--- src/sv/slx_pkg.sv ---
// Shared widths, types and constants for the XZ segment/line intersection pipeline.
package slx_pkg;

	localparam int CW    = 32;          // coordinate width
	localparam int EPS_W = 16;
	localparam logic [EPS_W-1:0] EPS_RST = 16'd7;
	localparam int DW1   = CW + 1;      // coordinate difference
	localparam int PW    = 2 * DW1;     // product of two differences
	localparam int SW    = PW + 1;      // den / num, signed
	localparam int MW    = PW;          // den / num magnitude
	localparam int HW    = MW / 2;      // multiplier split of num magnitude
	localparam int NW    = DW1 + MW;    // dividend magnitude
	localparam int DW    = MW;          // divisor magnitude
	localparam int QB    = CW + 4;      // quotient bits kept
	localparam int EW    = DW + QB;     // compare width in the divider
	localparam int QW    = QB + 2;      // signed quotient
	localparam int VW    = QB + 3;      // base plus quotient

	typedef logic signed [CW-1:0] coord_t;

	typedef struct packed {
		coord_t ax;
		coord_t az;
		coord_t bx;
		coord_t bz;
		coord_t cx;
		coord_t cz;
	} pts_t;

	typedef struct packed {
		coord_t base_x;
		coord_t base_z;
		coord_t ax;
		coord_t az;
		coord_t bx;
		coord_t bz;
		logic   nohit;
		logic   sn_x;
		logic   sn_z;
	} side_t;

	typedef struct packed {
		logic [NW-1:0] n_x;
		logic [NW-1:0] n_z;
		logic [DW-1:0] d_x;
		logic [DW-1:0] d_z;
		side_t         sd;
	} div_in_t;

	typedef struct packed {
		logic [NW-1:0] r_x;
		logic [NW-1:0] r_z;
		logic [DW-1:0] d_x;
		logic [DW-1:0] d_z;
		logic [QB-1:0] q_x;
		logic [QB-1:0] q_z;
		logic          ov_x;
		logic          ov_z;
		side_t         sd;
	} div_st_t;

endpackage

--- src/sv/slx_back.sv ---
// Back stages: floor sign fixup, base add, bounding box test and output register.
module slx_back
	import slx_pkg::*;
(
	input  logic    clk,
	input  logic    arst_n,
	input  logic    en,
	input  logic    in_valid,
	input  div_st_t res,
	output logic    out_valid,
	output logic    hit,
	output coord_t  cross_x,
	output coord_t  cross_z
);

	logic v_b1, v_b2;
	logic signed [QW-1:0] qx_b1, qz_b1;
	logic                 ok_b1, ok_b2;
	side_t                sd_b1, sd_b2;
	logic signed [VW-1:0] vx_b2, vz_b2;

	logic [QB:0]          qax, qaz;
	logic signed [VW-1:0] lox, hix, loz, hiz;
	logic                 inbox;

	assign qax = {1'b0, res.q_x} + (QB+1)'(res.sd.sn_x && (res.r_x != '0));
	assign qaz = {1'b0, res.q_z} + (QB+1)'(res.sd.sn_z && (res.r_z != '0));

	assign lox = (sd_b2.ax < sd_b2.bx) ? VW'(sd_b2.ax) : VW'(sd_b2.bx);
	assign hix = (sd_b2.ax < sd_b2.bx) ? VW'(sd_b2.bx) : VW'(sd_b2.ax);
	assign loz = (sd_b2.az < sd_b2.bz) ? VW'(sd_b2.az) : VW'(sd_b2.bz);
	assign hiz = (sd_b2.az < sd_b2.bz) ? VW'(sd_b2.bz) : VW'(sd_b2.az);
	assign inbox = (lox <= vx_b2) && (vx_b2 <= hix) && (loz <= vz_b2) && (vz_b2 <= hiz);

	always_ff @(posedge clk or negedge arst_n) begin
		if (!arst_n) begin
			v_b1 <= 1'b0;
			v_b2 <= 1'b0;
			out_valid <= 1'b0;
		end else if (en) begin
			v_b1 <= in_valid;
			v_b2 <= v_b1;
			out_valid <= v_b2;
		end
	end

	always_ff @(posedge clk) begin
		if (en) begin
			qx_b1 <= res.sd.sn_x ? -$signed({1'b0, qax}) : $signed({1'b0, qax});
			qz_b1 <= res.sd.sn_z ? -$signed({1'b0, qaz}) : $signed({1'b0, qaz});
			ok_b1 <= !res.sd.nohit && !res.ov_x && !res.ov_z;
			sd_b1 <= res.sd;

			vx_b2 <= VW'(sd_b1.base_x) + VW'(qx_b1);
			vz_b2 <= VW'(sd_b1.base_z) + VW'(qz_b1);
			ok_b2 <= ok_b1;
			sd_b2 <= sd_b1;

			hit     <= ok_b2 && inbox;
			cross_x <= (ok_b2 && inbox) ? vx_b2[CW-1:0] : '0;
			cross_z <= (ok_b2 && inbox) ? vz_b2[CW-1:0] : '0;
		end
	end

endmodule

--- config.mk ---
export PLATFORM = sky130hd
export DESIGN_NAME = slx_back
export DESIGN_NICKNAME = d
export VERILOG_FILES = /design/src/sv/slx_pkg.sv /design/src/sv/slx_back.sv
export SDC_FILE = /design/constraint.sdc
export NUM_CORES = 1
export LEC_CHECK = 0
export BUFFER_PORTS_ARGS = -buffer_cell sky130_fd_sc_hd__buf_4
export CAP_MARGIN = 5
export CORE_MARGIN = 5
export CORE_UTILIZATION = 35
export CTS_BUF_LIST = sky130_fd_sc_hd__clkbuf_8 sky130_fd_sc_hd__clkbuf_16
export CTS_CLUSTER_DIAMETER = 30
export DETAILED_ROUTE_END_ITERATION = 8
export GPL_ROUTABILITY_DRIVEN = 0
export HOLD_SLACK_MARGIN = 0.08
export RECOVER_POWER = 25
export SKIP_LAST_GASP = 1
export SYNTH_ARGS = -nofsm -noshare
export SYNTH_HDL_FRONTEND = slang
export SYNTH_SLANG_ARGS = --single-unit
--- constraint.sdc ---
create_clock -name clk -period 9.1 [get_ports clk]
set_input_delay 1.82 -clock clk [delete_from_list [all_inputs] [get_ports clk]]
set_output_delay 1.82 -clock clk [all_outputs]
set_load 0.01 [all_outputs]
# Yosys cells after proc, flatten, opt, wreduce, memory -nomap -nowiden
# Index checks and enable logic that the tools add are counted.
# word_totals
regBits,544
in_bits,603
out_inout_bits,66
# classes
addsub,6
order_cmp,6
mux,6
n_reduce_logical,13
# op_table
operator,n
99-bit nonzero test,2
39-bit <= comparator,4
39-bit 2-to-1 mux,4
32-bit by 38-bit adder with 39-bit output,2
37-bit negation with 38-bit output,2
36-bit by 1-bit adder with 37-bit output,2
37-bit 2-to-1 mux,2
32-bit < comparator,2
1-bit logical AND,8
1-bit logical NOT,3

# Longest topological paths before layout
# depth
depth_word,7
ltp_mapped,27
ltp_nobuf,23

# Least setup slack after synthesis
# Ideal clock, no wire load.
# synth_path
path_kind,input-to-reg
startpoint,in res[0] (netlist bit)
endpoint,reg qz_b1[34] (data pin)
setup_ps,269
t_arrival_ps,5515
setup_slack_ps,3316
path_stages,16
path_buffers,3
cell_sequence,clkbuf_1 > clkbuf_1 > o41a_1 > ha_1 > ha_1 > buf_2 > nand3_1 > nor2_1 > nand2_1 > a221oi_2 > nor3b_1 > and2_1 > nand2_1 > or3_1 > o21ai_0 > xnor2_1
# synth_via
elab_chain_len,4
# synth_lines
item,line,source
start: declaration,slx_back.sv:9,"input div_st_t res,"
1-bit logical AND,slx_back.sv:27,"assign qaz = {1'b0, res.q_z} + (QB+1)'(res.sd.sn_z && (res.r_z != '0));"
36-bit by 1-bit adder with 37-bit output,slx_back.sv:27,
37-bit negation with 38-bit output,slx_back.sv:50,"qz_b1 <= res.sd.sn_z ? -$signed({1'b0, qaz}) : $signed({1'b0, qaz});"
37-bit 2-to-1 mux *,slx_back.sv:50,
end signal: assignment,slx_back.sv:50,
end: declaration,slx_back.sv:17,"logic signed [QW-1:0] qx_b1, qz_b1;"
# Every way passes the cells marked *; elsewhere a longest branch is shown, timed or not.
# A chain may end at the register's enable or synchronous reset.

# Worst setup path after layout
# layout_path
startpoint,reg sd_b2[76] (netlist bit)
endpoint,reg cross_x[2] (data pin)
# layout_via
elab_chain_len,6
elab_cells_between_ends,8
classes_between,order compare: 3; mux: 2; reduce/logical: 3
# layout_lines
item,line,source
start: declaration,slx_back.sv:19,"side_t sd_b1, sd_b2;"
start signal: assignment,slx_back.sv:57,sd_b2 <= sd_b1;
32-bit < comparator,"slx_back.sv:31, slx_back.sv:32",
39-bit 2-to-1 mux,slx_back.sv:31,assign loz = (sd_b2.az < sd_b2.bz) ? VW'(sd_b2.az) : VW'(sd_b2.bz);
39-bit <= comparator,slx_back.sv:33,assign inbox = (lox <= vx_b2) && (vx_b2 <= hix) && (loz <= vz_b2) && (vz_b2 <= hiz);
1-bit logical AND,slx_back.sv:33,
1-bit logical AND *,slx_back.sv:33,
1-bit logical AND *,slx_back.sv:60,cross_x <= (ok_b2 && inbox) ? vx_b2[CW-1:0] : '0;
end signal: assignment,slx_back.sv:60,
end: declaration,slx_back.sv:12,"output coord_t cross_x,"
# Marked as above.

==> impl_metrics.ini <==
[outcome]
status = finished clean

[worst_hold_path]
min_from = sd_b1[35]
whs_path_depth = 0
hold_path_end = sd_b2[35]
hold_path_class = reg -> reg

[synthesis]
synth_largest_area_cell = edfxtp_1
synth_compound_area_frac = 0.136
synthSimpleGateAreaFrac = 0.132
ys_seq_area_frac = 0.500
syn_area_um2 = 32600
synthDistinctLibCells = 79
netlist_instances = 2940
synth_ff_type = edfxtp_1
syn_nets = 3845
synth-seq-cells = 544
ys_top_cells_by_count = edfxtp_1, ha_1, nand2_1
synth_top_family_by_area = compound AO/OA/AOI/OAI gates
synth-xor-area-share = 0.0537
syn_area_per_cell_um2 = 11.1
synth_most_common_cell = edfxtp_1
yosys_warnings = 0
synthMuxAreaShare = 0.0270
synth-edff-count = 541
synth_top_area_frac = 0.498
synthAdderAreaFrac = 0.116
ys_top_cells_by_area = edfxtp_1, ha_1, xnor2_1
synthArstFlopShare = 0.00551

[final_layout]
layout.nets = 4428
final_cell_count_no_fill = 4886
multi_input_area_um2 = 15200
seq_area_um2 = 16300
drive_above_1_share = 0.225
design_area_um2 = 42700
fill_cells = 8448
synthToLayoutAreaGrowth_pct = 31.0

[clocking]
cts_buffers = 132
cts_tree = done
postCtsHoldBufs = 0
cts_max_level = 4
cts.sinks = 544
post_cts_buffers = 0
clk_path_buf_depth = 3
clkLatencyLatePin_ns = 0.73
clk_root_buffer_cell = clkbuf_16
cts_resized = 0
clkTransAtPathRegs_ns = 0.05

[placement]
post_dp_cell_area_um2 = 38100
dp.cells = 4643
dpl_worst_slack_ns = 2.00
port-buffer-count = 536
hpwlAfterDp_mm = 73.6

[route]
via_per_inst = 5.09
routedWlPerCell_um = 19.3
postRouteAntennaNets = 0
num_vias = 24851
drc = 0
drt-total-wl_mm = 94.3
drt_pass1_iterations = 5
drtIter0Drc = 1475

[timing]
finalSetupViolations = 0
max_freq_mhz = 141
skew_ns = 0.0530
worst_slack_ns = 2.02
period_needed_ns = 7.08
relSlewSlack = 0.267
finalMaxSlewViolations = 0
period_share = 0.778
worstMarginPinSlew_ns = 1.10
tns_ns = 0
rsz0062_at_grt = no
hold_viol_final = 0

[floorplanning]
start_util = 0.351
rows = 112
dieArea_um2 = 99400
pin_count = 669
die_h_um = 315
die_w_um = 315
core_area_um2 = 92900

[grt]
grt_pass1_wl_mm = 141
grt.overflow.total = 0
grtUsageTotal = 0.184
grt_antenna_before_repair = 12
grt_pass1_vias = 23935
grt_max_degree = 170

[critical_path]
worst_setup_path_end_kind = register
crit_fanout = 70
worstPathArrival_ns = 7.48
r2r_start = sd_b2[76]
r2r_cells = 23
cp_data_required_time_ns = 9.51
crit_type = reg -> reg
cp-start-kind = register
reg2reg_slack_ns = 2.02
r2r-end = cross_x[2]

[pwr]
vdd_drop_max_uv = 132
p_leak_nw = 17.8
power_density_nw_per_um2 = 239

[run]
drv_cap = 0
-- logic make-up after synthesis --
family | count (synthesis)
AND/OR/NAND/NOR | 857
AO/OA/AOI/OAI | 656
flip-flops | 544
adder cells (fa/ha/maj) | 302
buffers and inverters | 298
XOR/XNOR | 200
multiplexers | 83
-- power breakdown --
part           internal (mW)  leakage, nW  switching, mW
logic                  0.912         10.1           1.16
registers               3.10         5.35          0.193
clock network           3.31         2.34           1.56
total                   7.32         17.8           2.92
-- metal layers --
layer | part of all wire | vias up | global-route usage
met2 | 0.43 | 664 | 0.262
met5 | 0.00043 | - | 0
met4 | 0.021 | 6 | 0.0543
met3 | 0.070 | 127 | 0.0495
li1 | - | 12306 | -
met1 | 0.48 | 11748 | 0.272
-- sequential cells by signal (all words and copies together) (netlist names) --
| register | count |
|---|---|
| sd_b1 | 192 |
| sd_b2 | 128 |
| vx_b2 | 39 |
| vz_b2 | 39 |
| qx_b1 | 38 |
| qz_b1 | 38 |
| cross_x | 32 |
| cross_z | 32 |
| hit | 1 |
| ok_b1 | 1 |
| ok_b2 | 1 |
| out_valid | 1 |
| v_b1 | 1 |
| v_b2 | 1 |
-- area by class of cell --
class	instances	share of cell area
clock inverter	106	0.0333
antenna	5	0.000293
inverter	195	0.0171
sequential	544	0.382
timing repair buffer	552	0.0969
clock buffer	132	0.0773
multi-input combinational	2098	0.357
tap	1254	0.0367
-- per-stage QoR --
| stage | util | power [mW] | hold slack, ns |
|---|---|---|---|
| floorplan | - | 4.60 | 0.400 |
| global placement | 0.410 | 5.38 | 0.401 |
| detailed placement | 0.410 | 5.41 | 0.405 |
| CTS | 0.461 | 10.3 | 0.404 |
| global route | 0.460 | 10.8 | 0.414 |
| finish | 0.460 | 10.2 | 0.402 |
-- worst max-delay path by stage --
stage | from | to | slack, ns | depth (start not counted)
after detailed placement | sd_b2[108] | cross_x[2] | 2.00 | 17
final | sd_b2[76] | cross_x[2] | 2.02 | 23
after floorplan | res[0] | qz_b1[34] | 3.32 | 16
after global routing | sd_b2[76] | cross_x[2] | 1.58 | 23
after global placement | sd_b2[4] | cross_x[2] | 2.01 | 23
after CTS | sd_b2[108] | cross_x[2] | 1.98 | 17
-- placed cells by master (no fill, tap or decap), types with 113 or more instances in the layout --
cell type    n
ha_1       300
buf_4      394
nand2_1    273
a21oi_1    136
inv_1      215
xnor2_1    133
clkbuf_16  132
a21o_1     122
nor2_1     113
o21ai_0    124
clkbuf_4   137
edfxtp_1   541
-- worst max-delay path, stage by stage, from the launching register on --
cell and delay, ns:
edfxtp_1 0.44, ha_1 0.32, a21o_1 0.20, a21o_1 0.19, a21o_1 0.17, a21o_1 0.17
a21oi_1 0.12, o21ai_0 0.12, a2111oi_0 0.64, nor4_2 0.12, buf_4 0.36, o211ai_1 0.70
ha_1 0.39, a21o_1 0.19, a21o_1 0.17, a21o_1 0.16, a21oi_1 0.12, o21ai_0 0.09
a31oi_1 0.15, o21ai_0 0.12, xor2_1 0.20, o2111ai_4 0.86, buf_4 0.53, nor3_1 0.17
No activity file was read; power rests on OpenSTA's default activity.
